File: config.mk
export PLATFORM = sky130hd
export DESIGN_NAME = coap_message_decoder
export DESIGN_NICKNAME = d
export VERILOG_FILES = /design/src/design/coapmd_pkg.sv /design/src/design/coapmd_cfg.sv /design/src/design/coapmd_parser.sv /design/src/design/coap_message_decoder.sv
export VERILOG_INCLUDE_DIRS = /design/src /design/src/design
export SDC_FILE = /design/constraint.sdc
export NUM_CORES = 1
export LEC_CHECK = 0
export ABC_CLOCK_PERIOD_IN_PS = 14300
export BUFFER_PORTS_ARGS = -buffer_cell sky130_fd_sc_hd__buf_2
export CORE_AREA = 2 2 169 171
export CTS_CLUSTER_DIAMETER = 40
export CTS_CLUSTER_SIZE = 20
export DETAILED_ROUTE_END_ITERATION = 16
export DIE_AREA = 0 0 171 173
export GPL_TIMING_DRIVEN = 0
export SYNTH_ARGS = -nofsm -noshare
export SYNTH_HDL_FRONTEND = slang
export SYNTH_SLANG_ARGS = --single-unit
File: constraint.sdc
create_clock -name i_clk -period 14.3 [get_ports i_clk]
set_input_delay 0 -clock i_clk [delete_from_list [all_inputs] [get_ports i_clk]]
set_output_delay 0 -clock i_clk [all_outputs]
set_load 0.02 [all_outputs]
File: src/design/coap_message_decoder_assert.svh
// Assertion macros for the CoAP message decoder.
`ifndef COAP_MESSAGE_DECODER_ASSERT_SVH
`define COAP_MESSAGE_DECODER_ASSERT_SVH
`ifndef NO_ASSERTIONS
`define CMD_ASSERT_PROP(lbl, prop) \
    lbl: assert property (@(posedge i_clk) disable iff (!i_rst_n) prop) \
        else $error("decoder assertion failed");
`define CMD_ASSERT_NEVER(lbl, cond) \
    lbl: assert property (@(posedge i_clk) disable iff (!i_rst_n) !(cond)) \
        else $error("decoder condition must never hold");
`else
`define CMD_ASSERT_PROP(lbl, prop)
`define CMD_ASSERT_NEVER(lbl, cond)
`endif
`endif

File: src/design/coapmd_pkg.sv
// Types and constants shared by the CoAP message decoder modules.
`timescale 1ns / 1ps
package coapmd_pkg;

    typedef enum logic [3:0] {
        PH_HEAD    = 4'd0,
        PH_TOKEN   = 4'd1,
        PH_OPT     = 4'd2,
        PH_DX1     = 4'd3,
        PH_DX2     = 4'd4,
        PH_LX1     = 4'd5,
        PH_LX2     = 4'd6,
        PH_VALUE   = 4'd7,
        PH_PAYLOAD = 4'd8,
        PH_DRAIN   = 4'd9
    } t_phase;

    typedef enum logic [2:0] {
        K_HEADER  = 3'd0,
        K_TOKEN   = 3'd1,
        K_OPTION  = 3'd2,
        K_VALUE   = 3'd3,
        K_PAYLOAD = 3'd4,
        K_STATUS  = 3'd5
    } t_kind;

    typedef enum logic [2:0] {
        ST_OK          = 3'd0,
        ST_TOO_SHORT   = 3'd1,
        ST_BAD_VERSION = 3'd2,
        ST_BAD_TOKEN   = 3'd3,
        ST_EMPTY_MARK  = 3'd4,
        ST_BAD_OPTION  = 3'd5,
        ST_TOO_MANY    = 3'd6
    } t_status;

    typedef enum logic [0:0] {
        CFG_TOKEN_LIMIT  = 1'b0,
        CFG_OPTION_LIMIT = 1'b1
    } t_cfg_index;

    localparam logic [7:0]  PAYLOAD_MARKER = 8'hFF;
    localparam logic [3:0]  NIBBLE_EXT8    = 4'd13;
    localparam logic [3:0]  NIBBLE_EXT16   = 4'd14;
    localparam logic [3:0]  NIBBLE_RSVD    = 4'd15;
    localparam logic [15:0] EXT8_BASE      = 16'd13;
    localparam logic [15:0] EXT16_BASE     = 16'd269;
    localparam logic [1:0]  COAP_VERSION   = 2'd1;
    localparam logic [3:0]  TOKEN_LIMIT_RST  = 4'd8;
    localparam logic [7:0]  OPTION_LIMIT_RST = 8'd16;
    localparam int          OUT_DATA_W     = 80;

    typedef struct packed {
        logic        valid;
        t_kind       kind;
        logic [1:0]  msg_type;
        logic [7:0]  msg_code;
        logic [15:0] message_id;
        logic [3:0]  token_length;
        logic [15:0] option_number;
        logic [15:0] option_length;
        logic [7:0]  data_byte;
        logic        done_res;
        t_status     status;
    } t_result;

endpackage

File: src/design/coapmd_cfg.sv
// Configuration registers of the CoAP message decoder.
`timescale 1ns / 1ps
module coapmd_cfg
    import coapmd_pkg::*;
(
    input  logic       i_clk,
    input  logic       i_rst_n,
    input  logic       i_cfg_we,
    input  logic [0:0] i_cfg_index,
    input  logic [7:0] i_cfg_data,
    output logic [3:0] o_token_limit,
    output logic [7:0] o_option_limit
);

    logic [3:0] r_token_limit;
    logic [7:0] r_option_limit;

    always_ff @(posedge i_clk) begin
        if (!i_rst_n) begin
            r_token_limit  <= TOKEN_LIMIT_RST;
            r_option_limit <= OPTION_LIMIT_RST;
        end else if (i_cfg_we) begin
            case (t_cfg_index'(i_cfg_index))
                CFG_TOKEN_LIMIT:  r_token_limit  <= i_cfg_data[3:0];
                CFG_OPTION_LIMIT: r_option_limit <= i_cfg_data;
                default: ;
            endcase
        end
    end

    assign o_token_limit  = r_token_limit;
    assign o_option_limit = r_option_limit;

endmodule

File: src/design/coapmd_parser.sv
// Per-message parse state and the combinational per-byte step of the decoder.
`timescale 1ns / 1ps
module coapmd_parser
    import coapmd_pkg::*;
(
    input  logic       i_clk,
    input  logic       i_rst_n,
    input  logic       i_step,
    input  logic [7:0] i_byte,
    input  logic       i_last,
    input  logic [3:0] i_token_limit,
    input  logic [7:0] i_option_limit,
    output t_result    o_result
);

    t_phase      r_phase, n_phase;
    logic [1:0]  r_hdr_cnt, n_hdr_cnt;
    logic [1:0]  r_type, n_type;
    logic [7:0]  r_code, n_code;
    logic [15:0] r_id, n_id;
    logic [3:0]  r_tkl, n_tkl;
    logic [3:0]  r_token_left, n_token_left;
    logic [15:0] r_prev_num, n_prev_num;
    logic [3:0]  r_delta_nib, n_delta_nib;
    logic [3:0]  r_len_nib, n_len_nib;
    logic [15:0] r_ext, n_ext;
    logic [15:0] r_value_left, n_value_left;
    logic [7:0]  r_opt_total, n_opt_total;
    t_status     r_err, n_err;

    always_ff @(posedge i_clk) begin
        if (!i_rst_n) begin
            r_phase      <= PH_HEAD;
            r_hdr_cnt    <= '0;
            r_type       <= '0;
            r_code       <= '0;
            r_id         <= '0;
            r_tkl        <= '0;
            r_token_left <= '0;
            r_prev_num   <= '0;
            r_delta_nib  <= '0;
            r_len_nib    <= '0;
            r_ext        <= '0;
            r_value_left <= '0;
            r_opt_total  <= '0;
            r_err        <= ST_OK;
        end else if (i_step) begin
            r_phase      <= n_phase;
            r_hdr_cnt    <= n_hdr_cnt;
            r_type       <= n_type;
            r_code       <= n_code;
            r_id         <= n_id;
            r_tkl        <= n_tkl;
            r_token_left <= n_token_left;
            r_prev_num   <= n_prev_num;
            r_delta_nib  <= n_delta_nib;
            r_len_nib    <= n_len_nib;
            r_ext        <= n_ext;
            r_value_left <= n_value_left;
            r_opt_total  <= n_opt_total;
            r_err        <= n_err;
        end
    end

    always_comb begin
        logic        emit;
        t_kind       kind;
        logic        hdr;
        logic [15:0] onum;
        logic [15:0] olen;
        logic [7:0]  data;
        t_status     end_st;
        t_status     status;
        logic        do_adv;
        logic [15:0] adv_d;
        logic        do_fin;
        logic [15:0] fin_len;

        n_phase      = r_phase;
        n_hdr_cnt    = r_hdr_cnt;
        n_type       = r_type;
        n_code       = r_code;
        n_id         = r_id;
        n_tkl        = r_tkl;
        n_token_left = r_token_left;
        n_prev_num   = r_prev_num;
        n_delta_nib  = r_delta_nib;
        n_len_nib    = r_len_nib;
        n_ext        = r_ext;
        n_value_left = r_value_left;
        n_opt_total  = r_opt_total;
        n_err        = r_err;
        emit    = 1'b0;
        kind    = K_STATUS;
        hdr     = 1'b0;
        onum    = '0;
        olen    = '0;
        data    = '0;
        end_st  = ST_OK;
        status  = ST_OK;
        do_adv  = 1'b0;
        adv_d   = '0;
        do_fin  = 1'b0;
        fin_len = '0;

        unique case (r_phase)
            PH_HEAD: begin
                case (r_hdr_cnt)
                    2'd0: begin
                        n_type = i_byte[5:4];
                        n_tkl  = i_byte[3:0];
                        if (i_byte[7:6] != COAP_VERSION) begin
                            if (n_err == ST_OK) n_err = ST_BAD_VERSION;
                        end else if (i_byte[3:0] > i_token_limit) begin
                            if (n_err == ST_OK) n_err = ST_BAD_TOKEN;
                        end
                    end
                    2'd1: n_code = i_byte;
                    2'd2: n_id = {i_byte, 8'h00};
                    default: n_id = {r_id[15:8], i_byte};
                endcase
                if (r_hdr_cnt != 2'd3) begin
                    n_hdr_cnt = r_hdr_cnt + 2'd1;
                    end_st    = ST_TOO_SHORT;
                end else if (n_err != ST_OK) begin
                    n_phase = PH_DRAIN;
                end else begin
                    emit         = 1'b1;
                    kind         = K_HEADER;
                    hdr          = 1'b1;
                    n_token_left = n_tkl;
                    n_phase      = (n_tkl != '0) ? PH_TOKEN : PH_OPT;
                    end_st       = (n_tkl != '0) ? ST_TOO_SHORT : ST_OK;
                end
            end
            PH_TOKEN: begin
                emit         = 1'b1;
                kind         = K_TOKEN;
                data         = i_byte;
                n_token_left = r_token_left - 4'd1;
                if (n_token_left == '0) n_phase = PH_OPT;
                end_st = (n_token_left != '0) ? ST_TOO_SHORT : ST_OK;
            end
            PH_OPT: begin
                if (i_byte == PAYLOAD_MARKER) begin
                    n_phase = PH_PAYLOAD;
                    end_st  = ST_EMPTY_MARK;
                end else begin
                    n_delta_nib = i_byte[7:4];
                    n_len_nib   = i_byte[3:0];
                    if (n_delta_nib == NIBBLE_RSVD || n_len_nib == NIBBLE_RSVD) begin
                        if (n_err == ST_OK) n_err = ST_BAD_OPTION;
                        n_phase = PH_DRAIN;
                    end else if (n_delta_nib >= NIBBLE_EXT8) begin
                        n_phase = PH_DX1;
                        end_st  = ST_TOO_SHORT;
                    end else begin
                        do_adv = 1'b1;
                        adv_d  = {12'd0, n_delta_nib};
                    end
                end
            end
            PH_DX1: begin
                if (r_delta_nib == NIBBLE_EXT8) begin
                    do_adv = 1'b1;
                    adv_d  = EXT8_BASE + {8'd0, i_byte};
                end else begin
                    n_ext   = {i_byte, 8'h00};
                    n_phase = PH_DX2;
                    end_st  = ST_TOO_SHORT;
                end
            end
            PH_DX2: begin
                do_adv = 1'b1;
                adv_d  = EXT16_BASE + {r_ext[15:8], i_byte};
            end
            PH_LX1: begin
                if (r_len_nib == NIBBLE_EXT8) begin
                    do_fin  = 1'b1;
                    fin_len = EXT8_BASE + {8'd0, i_byte};
                end else begin
                    n_ext   = {i_byte, 8'h00};
                    n_phase = PH_LX2;
                    end_st  = ST_TOO_SHORT;
                end
            end
            PH_LX2: begin
                do_fin  = 1'b1;
                fin_len = EXT16_BASE + {r_ext[15:8], i_byte};
            end
            PH_VALUE: begin
                n_value_left = r_value_left - 16'd1;
                if (r_err == ST_OK) begin
                    emit = 1'b1;
                    kind = K_VALUE;
                    data = i_byte;
                end
                if (n_value_left == '0) n_phase = (r_err != ST_OK) ? PH_DRAIN : PH_OPT;
                end_st = (n_value_left != '0) ? ST_TOO_SHORT : ST_OK;
            end
            PH_PAYLOAD: begin
                emit = 1'b1;
                kind = K_PAYLOAD;
                data = i_byte;
            end
            default: ;
        endcase

        if (do_adv) begin
            n_prev_num = r_prev_num + adv_d;
            if (n_len_nib >= NIBBLE_EXT8) begin
                n_phase = PH_LX1;
                end_st  = ST_TOO_SHORT;
            end else begin
                do_fin  = 1'b1;
                fin_len = {12'd0, n_len_nib};
            end
        end

        if (do_fin) begin
            n_value_left = fin_len;
            if (r_opt_total >= i_option_limit) begin
                if (n_err == ST_OK) n_err = ST_TOO_MANY;
                n_phase = (fin_len != '0) ? PH_VALUE : PH_DRAIN;
            end else begin
                n_opt_total = r_opt_total + 8'd1;
                emit        = 1'b1;
                kind        = K_OPTION;
                onum        = n_prev_num;
                olen        = fin_len;
                n_phase     = (fin_len != '0) ? PH_VALUE : PH_OPT;
            end
            end_st = (fin_len != '0) ? ST_TOO_SHORT : ST_OK;
        end

        if (i_last) begin
            status = (end_st != ST_OK) ? end_st : n_err;
            if (status != ST_OK || !emit) begin
                kind = K_STATUS;
                hdr  = 1'b0;
            end
        end

        o_result               = '0;
        o_result.valid         = emit || i_last;
        o_result.kind          = kind;
        o_result.done_res      = i_last;
        o_result.status        = status;
        if (hdr) begin
            o_result.msg_type     = n_type;
            o_result.msg_code     = n_code;
            o_result.message_id   = n_id;
            o_result.token_length = n_tkl;
        end
        if (kind == K_OPTION) begin
            o_result.option_number = onum;
            o_result.option_length = olen;
        end
        if (kind == K_TOKEN || kind == K_VALUE || kind == K_PAYLOAD) begin
            o_result.data_byte = data;
        end

        if (i_last) begin
            n_phase      = PH_HEAD;
            n_hdr_cnt    = '0;
            n_type       = '0;
            n_code       = '0;
            n_id         = '0;
            n_tkl        = '0;
            n_token_left = '0;
            n_prev_num   = '0;
            n_delta_nib  = '0;
            n_len_nib    = '0;
            n_ext        = '0;
            n_value_left = '0;
            n_opt_total  = '0;
            n_err        = ST_OK;
        end
    end

endmodule

File: src/design/coap_message_decoder.sv
// Top level of the streaming CoAP message decoder.
// The slave stream takes one message byte per word, with tlast on the final
// byte of each message. The master stream gives one record per word: tuser
// holds the record kind, tdata the record fields and the status, and tlast
// marks the record for the final byte of a message, which carries the status.
// A byte taken sits in the input register and is parsed into the result register
// once that register is free or being read, so its record is offered from the
// result register. Bytes that give no record leave nothing.
// One byte per cycle is taken for as long as the receiver takes records.
// The parse is a single step of the header, option and payload logic per byte.
// When the receiver stalls, the result register holds its record and the input
// register holds one more byte; tready falls once both are full.
// Reset clears both valid flags and the parse state, and sets token_limit to 8
// and option_limit to 16. The user must write configuration on the plain write
// port only while the decoder is idle; the block itself does not enforce this.
`timescale 1ns / 1ps
`include "coap_message_decoder_assert.svh"
module coap_message_decoder
    import coapmd_pkg::*;
(
    input  logic                  i_clk,
    input  logic                  i_rst_n,
    input  logic                  i_s_tvalid,
    output logic                  o_s_tready,
    input  logic [7:0]            i_s_tdata,  // [7:0] in_byte
    input  logic                  i_s_tlast,  // in_last
    output logic                  o_m_tvalid,
    input  logic                  i_m_tready,
    // [1:0] msg_type, [9:2] msg_code, [25:10] message_id, [29:26] token_length,
    // [45:30] option_number, [61:46] option_length, [69:62] data_byte,
    // [72:70] status, [79:73] zero
    output logic [OUT_DATA_W-1:0] o_m_tdata,
    output logic [2:0]            o_m_tuser,  // [2:0] kind
    output logic                  o_m_tlast,  // done_res
    input  logic                  i_cfg_we,
    input  logic [0:0]            i_cfg_index,
    input  logic [7:0]            i_cfg_data
);

    logic       r_in_valid;
    logic [7:0] r_in_byte;
    logic       r_in_last;
    logic       r_out_valid;
    t_result    r_out;
    t_result    w_res;
    logic       w_adv;
    logic [3:0] w_token_limit;
    logic [7:0] w_option_limit;

    assign w_adv      = r_in_valid && (!r_out_valid || i_m_tready);
    assign o_s_tready = !r_in_valid || w_adv;

    coapmd_cfg u_cfg (
        .i_clk          (i_clk),
        .i_rst_n        (i_rst_n),
        .i_cfg_we       (i_cfg_we),
        .i_cfg_index    (i_cfg_index),
        .i_cfg_data     (i_cfg_data),
        .o_token_limit  (w_token_limit),
        .o_option_limit (w_option_limit)
    );

    coapmd_parser u_parser (
        .i_clk          (i_clk),
        .i_rst_n        (i_rst_n),
        .i_step         (w_adv),
        .i_byte         (r_in_byte),
        .i_last         (r_in_last),
        .i_token_limit  (w_token_limit),
        .i_option_limit (w_option_limit),
        .o_result       (w_res)
    );

    always_ff @(posedge i_clk) begin
        if (!i_rst_n) begin
            r_in_valid <= 1'b0;
        end else if (o_s_tready) begin
            r_in_valid <= i_s_tvalid;
        end
    end

    always_ff @(posedge i_clk) begin
        if (o_s_tready && i_s_tvalid) begin
            r_in_byte <= i_s_tdata;
            r_in_last <= i_s_tlast;
        end
    end

    always_ff @(posedge i_clk) begin
        if (!i_rst_n) begin
            r_out_valid <= 1'b0;
        end else if (w_adv) begin
            r_out_valid <= w_res.valid;
        end else if (i_m_tready) begin
            r_out_valid <= 1'b0;
        end
    end

    always_ff @(posedge i_clk) begin
        if (w_adv && w_res.valid) begin
            r_out <= w_res;
        end
    end

    assign o_m_tvalid = r_out_valid;
    assign o_m_tuser  = r_out.kind;
    assign o_m_tlast  = r_out.done_res;
    assign o_m_tdata  = {7'd0, r_out.status, r_out.data_byte, r_out.option_length,
                         r_out.option_number, r_out.token_length, r_out.message_id,
                         r_out.msg_code, r_out.msg_type};

    `CMD_ASSERT_PROP(a_status_only_kind, (r_out_valid && r_out.status != ST_OK) |-> (r_out.kind == K_STATUS))
    `CMD_ASSERT_PROP(a_status_on_done, (r_out_valid && !r_out.done_res) |-> (r_out.status == ST_OK))
    `CMD_ASSERT_NEVER(a_status_kind_mid, r_out_valid && r_out.kind == K_STATUS && !r_out.done_res)

endmodule

==> run metrics, run 1 <==
synthesis-stage register bit count 191; I/O Pins roughly 110; fmax about 210 MHz; Finish-stage setup viols 0; Fill cells 2,683; Critical Path AT between 4000 and 5000 ps; Nets roughly 1,500; Clock Latency Late Sink 450 ps; row count 61; Ant. Diodes 0; Worst Path Required between 10,000 and 15,000 ps; Final ANT Viol Nets 0; GP Congestion about 0.94; layout cells sized above 1 0.166; Synth async-reset ratio 0; part of the Yosys area used for sequential elements 0.408; initial core utilization 0.415; min Tclk post-route 4690 ps; total power divided by cell area ~96 mW/mm2; core area roughly 0.028 mm2; fin util 0.487; clock sinks 191; Tcrit/Tclk final 0.328; Synth area leader edfxtp_1; Fin Clk Skew about 19 ps; main flop type after synthesis dfxtp_1; DRT iter0 DRCs 1,107; Synthesis Warnings 0; Vias 10,500; startpoint class of the critical path flop; first-pass GRT wire length approximately 55 mm; Synth top cells by count dfxtp_1 (105), nand2_1 (98), edfxtp_1 (86), nor2_1 (86), nor2b_1 (85); CTS tree built; CTS Buf Count 17; H-tree levels 4; dpl hpwl approximately 27 mm; Crit. End Element flop; Worst Tran Pin Value roughly 1200 ps; met3 usage 0.0391; final wirelength between 30 and 40 mm; WL/cell between 20 and 25 um; chip height 173 um; Most Crowded Layer GR met2; Max clock buf depth 2; Slew HR 0.224; top-count cell post-synth dfxtp_1; Syn Inst Count about 1,200; Max FO, Critical Path 10; # DRC 0; antenna violations before repair 0; synth-to-layout area growth 17.3%; Global Route Usage Sum 0.244; Post-synth EDFFs 86; vias per cell between 5 and 6; CTS root buffer clkbuf_16; RSZ-0062 raised after global routing no; number of setup buffers added after CTS 0; I/O Buffers a little under 100; HP Class input port to flop; Setup TNS 0 ps; Synth area leaders edfxtp_1 (23%), dfxtp_1 (18%), nor2b_1 (4.6%); VDD IR max 0.0699 mV; Avg Inst Size Synth 9.22 um2; met2 GRT Util 0.382; vias in the first global route about 9,700; die width between 150 and 200 um; final slew viol count 0; Clock transition at path regs 80 ps; status finished, final reports clean; drt pass-1 iters 5; top-area cell type share of the netlist area 0.225; GR Util met1 0.335; Leak 0.00466 uW; Max-cap violations 0; Post-Syn Area 0.0115 mm2; Cell variety after synth 86; largest net degree at the start of global routing 31; gr ovfl total 0; die area about 0.030 mm2; Hold Vio Cnt, Final 0; Crit Path Class flop to flop
path summary, 6_finish.rpt:
path / end / cells past startpoint / slack, ps / from
max: o_m_tdata[40] / 12 / 9610 / r_in_byte[0]
min: r_in_byte[4] / 2 / 260 / i_s_tdata[4]
max reg2reg: o_m_tdata[40] / 12 / 9610 / r_in_byte[0]
min reg2reg: u_cfg.o_option_limit[3] / 2 / 470 / u_cfg.o_option_limit[3]
cell families (layout without fill, tap and decap cells):
group / after synthesis / in the layout / synth area share
AO/OA/AOI/OAI: 357 / 357 / 0.231
XOR/XNOR: 41 / 41 / 0.0313
adder cells (fa/ha/maj): 38 / 38 / 0.0421
buffers and inverters: 143 / 306 / 0.0637
flip-flops: 191 / 191 / 0.408
multiplexers: 11 / 11 / 0.00992
other: 1 / 7 / 0.000327
AND/OR/NAND/NOR: 463 / 463 / 0.214
layer usage:
| layer | vias up | wire length (um) |
|---|---|---|
| li1 | 4882 | - |
| met1 | 4999 | 16100 |
| met2 | 483 | 16500 |
| met3 | 86 | 2520 |
| met4 | 0 | 1350 |
| met5 | - | 0 |
sequential cells by signal, summed over array words and instances, names as in the netlist:
register,cells
r_in_byte,8
u_parser.r_type,2
u_cfg.o_token_limit,4
u_parser.r_id,8
u_parser.r_value_left,16
u_parser.r_token_left,4
o_m_tuser,3
u_parser.r_ext,8
u_parser.r_code,8
u_cfg.o_option_limit,8
u_parser.r_hdr_cnt,2
r_in_valid,1
u_parser.r_opt_total,8
o_m_tdata,73
u_parser.r_delta_nib,4
o_m_tvalid,1
u_parser.r_tkl,4
u_parser.r_len_nib,4
u_parser.r_err,3
o_m_tlast,1
r_in_last,1
u_parser.r_phase,4
u_parser.r_prev_num,16
through the flow:
stage / hold slack, ps / power (uW) / cell area [um2] / instances / worst slack, ps
2_1_floorplan: 98.9 / 741 / 11500 / 1251 / 7910
3_3_place_gp: 178 / 803 / 12500 / 1728 / 5420
3_5_place_dp: 178 / 805 / 12600 / 1731 / 9830
4_1_cts: 245 / 1300 / 13500 / 1792 / 9770
5_1_grt: 266 / 1340 / 13500 / 1792 / 9390
6_report: 260 / 1300 / 13500 / 1792 / 9610
power by group:
part,internal (uW),switching (uW)
Sequential,584,7.38
Combinational,70.4,140
Clock,238,255
layout make-up:
class / instances / area, um2 / area share
Timing Repair Buffer: 131 / 861 / 0.0639
Tap cell: 378 / 473 / 0.0351
Multi-Input combinational cell: 917 / 6100 / 0.453
Inverter: 42 / 158 / 0.0117
Clock inverter: 15 / 191 / 0.0142
Sequential cell: 191 / 4680 / 0.348
Clock buffer: 17 / 425 / 0.0316
Buffer: 101 / 573 / 0.0426
critical path, cell delays in order (launching register included):
cell,delay (ps)
edfxtp_1,400
clkbuf_1,400
inv_1,270
ha_1,270
nand2b_1,140
a21oi_1,420
o21ai_0,150
o41ai_1,830
nor3_1,240
and2_1,270
a31oi_1,560
buf_2,360
a211oi_1,90
layout by cell type (no fill, tap or decap), types with 10 or more instances in the layout:
| cell | n |
|---|---|
| a21oi_1 | 56 |
| nor4_1 | 11 |
| or3_1 | 10 |
| dlygate4sd3_1 | 33 |
| buf_6 | 13 |
| nor3_1 | 28 |
| buf_2 | 117 |
| xnor2_1 | 32 |
| ha_1 | 37 |
| buf_4 | 13 |
| o211ai_1 | 13 |
| a31oi_1 | 10 |
| a22oi_1 | 63 |
| clkbuf_1 | 52 |
| o21ai_0 | 66 |
| and2_1 | 23 |
| o21a_1 | 10 |
| nor2_1 | 86 |
| clkbuf_16 | 17 |
| nand2b_1 | 10 |
| nor2b_1 | 85 |
| a221oi_2 | 11 |
| nand3_1 | 61 |
| inv_1 | 42 |
| edfxtp_1 | 86 |
| a21boi_0 | 20 |
| a211oi_2 | 20 |
| nand2_1 | 98 |
| dfxtp_1 | 105 |
| a32oi_1 | 10 |
repair_timing:
action,4_1_cts,5_1_grt
gates resized for setup,0,0
hold buffers,29,0
hold endpoints to repair,24,0
setup endpoints to repair,0,0
Power figures use the tool's default switching activity.
==> inputs of run 2 (changes only) <==
--- a/config.mk
+++ b/config.mk
@@ -6,7 +6,7 @@
 export SDC_FILE = /design/constraint.sdc
 export NUM_CORES = 1
 export LEC_CHECK = 0
-export ABC_CLOCK_PERIOD_IN_PS = 14300
+export ABC_CLOCK_PERIOD_IN_PS = 4210
 export BUFFER_PORTS_ARGS = -buffer_cell sky130_fd_sc_hd__buf_2
 export CORE_AREA = 2 2 169 171
 export CTS_CLUSTER_DIAMETER = 40
==> constraint.sdc (replaced) <==
create_clock -name i_clk -period 4.21 [get_ports i_clk]
set_input_delay 0 -clock i_clk [delete_from_list [all_inputs] [get_ports i_clk]]
set_output_delay 0 -clock i_clk [all_outputs]
set_load 0.02 [all_outputs]
==> run metrics, run 2 (synthesized netlist as in run 1, its figures left out) <==
switching power 1400 uW; first-pass GRT wire length roughly 56 mm; multi-input logic area a little over 0.006 mm2; Crit. Startpoint r_in_byte[7]; antenna violations before repair 0; status finished, final reports clean; Final ANT Viol Nets 0; fmax about 250 MHz; drt pass-1 iters 6; CTS root buffer clkbuf_16; area occupied by registers between 0.004 and 0.005 mm2; Max FO, Critical Path 10; DRT iter0 DRCs 1,066; VDD IR max about 0.17 mV; Fill cells 2,691; H-tree levels 4; switching fraction of total power 0.315; Clock transition at path regs around 80 ps; Hold Vio Cnt, Final 0; startpoint class of the critical path flop; Flop pwr share 0.452; Global Route Usage Sum 0.246; Comb pwr share 0.162; WHS Path Cells 3; die area ~0.030 mm2; min Tclk post-route 3980 ps; dpl hpwl ~27 mm; Max-cap violations 0; most common cell after layout, fill and taps aside buf_2; I/O Buffers 99; Max clock buf depth 2; Worst Path Required about 4500 ps; vias in the first global route around 9,600; Reg2Reg Depth 9; most frequent cells in the layout buf_2 (117), dfxtp_1 (105), nand2_1 (98); GP Congestion roughly 0.97; chip height between 150 and 200 um; largest net degree at the start of global routing 31; core area 0.0276 mm2; Vias around 10,000; Critical Path AT about 4200 ps; Crit. End Element flop; CTS Buf Count 17; Hold Startpoint i_cfg_we; Design Power 4450 uW; clock sinks 191; Fin Clk Skew between 10 and 15 ps; Crit Path Class flop to flop; final slew viol count 0; Finish-stage setup viols 0; Clock Latency Late Sink between 400 and 500 ps; Leak around 0.0047 uW; Nets 1,460; layout cells sized above 1 0.177; initial core utilization 0.415; Setup TNS 0 ps; die width between 150 and 200 um; CTS tree built; internal power 3050 uW; gr ovfl total 0; Layout Cells excl Fill 1,790; Slew HR 0.205; Tcrit/Tclk final 0.946; WL/cell 20.4 um; HP Class input port to flop; I/O Pins 109; # DRC 0; Ant. Diodes 0; Placed Cells roughly 1,700; row count 61; clock share of power 0.386; Worst Tran Pin Value 1190 ps; total power divided by cell area ~330 mW/mm2; vias per cell around 5.8; final wirelength ~37 mm; reg-to-reg critical path startpoint r_in_byte[7]; synth-to-layout area growth 17.7%; number of flip-flops in the largest register between 70 and 80
run 2: changes by cell type in the layout (fill, tap and decap cells not counted), sizes merged:
cell	change
clkbuf	-2
inv	+4
buf	+2
dlygate4sd3	-2
clkinvlp	-3
clkinv	-1
run 2: cell type report:
cell class,count,share of cell area
sequential,191,0.347
clock inverter,15,0.0147
buffer,98,0.0418
multi-input combinational,917,0.456
inverter,42,0.0117
tap,378,0.0350
timing repair buffer,132,0.0619
clock buffer,17,0.0315
run 2: worst paths after layout:
| path | endpoint | slack, ps |
|---|---|---|
| worst max register to register | o_m_tdata[32] | 230 |
| worst min-delay path | u_cfg.o_option_limit[1] | 1 |
| worst min register to register | u_cfg.o_option_limit[5] | 470 |
| worst max-delay path | o_m_tdata[32] | 230 |
run 2: worst max-delay path, stage by stage, from the launching register on:
cell	delay (ps)
edfxtp_1	540
nand4_1	350
a2111oi_2	660
mux2i_2	410
nand3_1	210
a211oi_1	490
and3_2	390
a31oi_2	220
buf_2	270
a211oi_1	250
run 2: routing by layer:
| metal | up-vias | global-route usage | wire length [um] |
|---|---|---|---|
| met5 | - | 0 | 0 |
| li1 | 4871 | - | - |
| met3 | 82 | 0.0332 | 2520 |
| met2 | 436 | 0.379 | 16300 |
| met4 | 0 | 0.0964 | 1300 |
| met1 | 4942 | 0.347 | 16400 |
run 2: repair_timing:
item / in CTS / in global routing
hold buffers: 27 / 0
gates resized for setup: 5 / 9
pin swaps: 0 / 2
hold endpoints to repair: 24 / 0
buffers inserted: 1 / 3
setup endpoints to repair: 99 / 33
run 2: through the flow:
stage,setup WS [ps],hold slack (ps),area [um2],utilization
6_report,227,1.04,13500,0.489
5_1_grt,-26.9,49.5,13500,0.489
4_1_cts,88.3,2.02,13500,0.487
3_5_place_dp,-332,178,12500,0.453
3_3_place_gp,-869,178,12500,0.452
2_1_floorplan,357,98.9,11500,-
run 2: power by group through the flow:
stage                     sequential [uW]  combinational, uW  clock, uW
after detailed placement             2050                677          0
after floorplan                      2090                426          0
final                                2010                719       1720
after global placement               2050                666          0
after global routing                 2020                772       1810
after CTS                            2010                702       1750
==> inputs of run 3 (changes only) <==
--- a/config.mk
+++ b/config.mk
@@ -8,11 +8,11 @@
 export LEC_CHECK = 0
 export ABC_CLOCK_PERIOD_IN_PS = 4210
 export BUFFER_PORTS_ARGS = -buffer_cell sky130_fd_sc_hd__buf_2
-export CORE_AREA = 2 2 169 171
+export CORE_AREA = 8 8 175 177
 export CTS_CLUSTER_DIAMETER = 40
 export CTS_CLUSTER_SIZE = 20
 export DETAILED_ROUTE_END_ITERATION = 16
-export DIE_AREA = 0 0 171 173
+export DIE_AREA = 0 0 183 185
 export GPL_TIMING_DRIVEN = 0
 export SYNTH_ARGS = -nofsm -noshare
 export SYNTH_HDL_FRONTEND = slang
==> run metrics, run 3 (synthesized netlist as in run 1, its figures left out) <==
Worst Path Required roughly 4500 ps; Most Crowded Layer GR met2; Comb pwr share 0.165; dpl hpwl approximately 27 mm; number of flip-flops in the largest register between 70 and 80; Max-cap violations 0; HP Class input port to flop; row count between 60 and 70; Worst Tran Pin Value between 1000 and 1500 ps; die area 0.0339 mm2; GR Util met1 0.278; Vias ~10,000; drt pass-1 iters 6; switching fraction of total power 0.301; largest net degree at the start of global routing 30; I/O Buffers 99; Tcrit/Tclk final 0.960; final wirelength around 35 mm; R2R Setup Slk 170 ps; first-pass GRT wire length 54.6 mm; Crit Path Class flop to flop; Post-DP Area roughly 0.013 mm2; Design Area, Final approximately 0.013 mm2; antenna violations before repair 0; DRT iter0 DRCs 850; WL/cell 19.7 um; reg-to-reg critical path startpoint u_parser.r_phase[0]; GP Congestion just over 0.9; initial core utilization 0.409; Ant. Diodes 0; clock sinks 191; vias per cell between 5 and 6; Leak ~0.0046 uW; synth-to-layout area growth 16.8%; Max FO, Critical Path 9; total power divided by cell area 320 mW/mm2; core area 0.0281 mm2; # DRC 0; clock share of power 0.366; Hold Vio Cnt, Final 0; CTS tree built; fmax ~250 MHz; H-tree levels 4; Flop pwr share 0.468; Crit. Startpoint u_parser.r_phase[0]; Crit. End Element flop; switching power roughly 1300 uW; vias in the first global route 9,457; min Tclk post-route about 4000 ps; CTS Buf Count 17; internal power ~3000 uW; die width 183 um; startpoint class of the critical path flop; Fin Clk Skew about 11 ps; fin util 0.477; Clock Latency Late Sink 440 ps; Final ANT Viol Nets 0; Nets 1,457; status finished, final reports clean; met3 usage 0.0404; Hold Startpoint i_cfg_index; met2 GRT Util 0.334; VDD IR max between 0.2 and 0.3 mV; CTS root buffer clkbuf_16; Slew HR 0.282; layout cells sized above 1 0.172; chip height around 190 um; RSZ-0062 raised after global routing yes; Critical Path AT 4280 ps; final slew viol count 0; most frequent cells in the layout buf_2 (117), dfxtp_1 (105), nand2_1 (98); most common cell after layout, fill and taps aside buf_2; Finish-stage setup viols 0; Max clock buf depth 2; Global Route Usage Sum 0.206; gr ovfl total 0; I/O Pins about 110; Clock transition at path regs approximately 80 ps
==> run 3: cell types whose count changed in the layout (fill, tap and decap cells not counted), sizes merged <==
cell and delta:
buf -3, inv -3, clkinv +2, clkbuf +1
clkinvlp +1, dlygate4sd3 -1
==> run 3: routing by layer <==
| layer | share of wire | vias up | routed length (um) |
|---|---|---|---|
| met5 | 0 | - | 0 |
| met4 | 0.021 | 0 | 726 |
| met3 | 0.066 | 49 | 2340 |
| met2 | 0.45 | 342 | 16000 |
| met1 | 0.46 | 4854 | 16200 |
| li1 | - | 4865 | - |
==> run 3: metrics by stage <==
step                      total power (uW)  TNS (ps)  hold WS, ps  setup slack (ps)  std cells
after global placement                2720    -85090          177             -1030       1734
final                                 4290         0         19.7               170       1793
after floorplan                       2510         0         98.9               357       1251
after CTS                             4310         0         6.67              82.4       1795
after global routing                  4450     -57.2         67.1             -49.7       1793
after detailed placement              2730    -13650          178              -245       1736
==> run 3: area by class of cell <==
type | count | area (um2)
fillers | 2724 | 14700
well taps | 384 | 480
repair buffers | 128 | 803
plain buffers | 99 | 569
flip-flops and latches | 191 | 4680
clock inverters | 15 | 133
clock buffers | 17 | 425
multi-input cells | 917 | 6150
inverters | 42 | 158
==> run 3: critical path: stages (launching register included) <==
cell	delay, ps
dfxtp_1	300
buf_2	170
nor4b_4	550
nand2_1	210
a21oi_1	220
a22o_1	240
ha_1	270
a211oi_1	290
o21ai_0	180
a31oi_2	360
o211ai_1	130
a31oi_1	220
xnor2_1	190
a21bo_2	250
a21oi_1	270
==> run 3: timing repair <==
| action | 4_1_cts | 5_1_grt |
|---|---|---|
| endpoints found under the setup margin | 83 | 16 |
| hold buffers | 26 | 0 |
| pin swaps | 0 | 1 |
| hold endpoints to repair | 24 | 0 |
| buffers inserted | 1 | 0 |
| gates resized for setup | 5 | 9 |
==> run 3: power groups by stage <==
| stage | sequential [uW] | clock, uW | combinational, uW |
|---|---|---|---|
| final | 2010 | 1570 | 710 |
| after floorplan | 2090 | 0 | 426 |
| after global routing | 2020 | 1670 | 766 |
| after global placement | 2060 | 0 | 666 |
| after CTS | 2010 | 1600 | 699 |
| after detailed placement | 2050 | 0 | 674 |
==> run 3: path summary, 6_finish.rpt <==
check / to / cells after the start
worst min register to register: o_m_tlast / 0
worst min-delay path: u_cfg.o_option_limit[0] / 3
worst max-delay path: o_m_tdata[45] / 14
worst max register to register: o_m_tdata[45] / 14
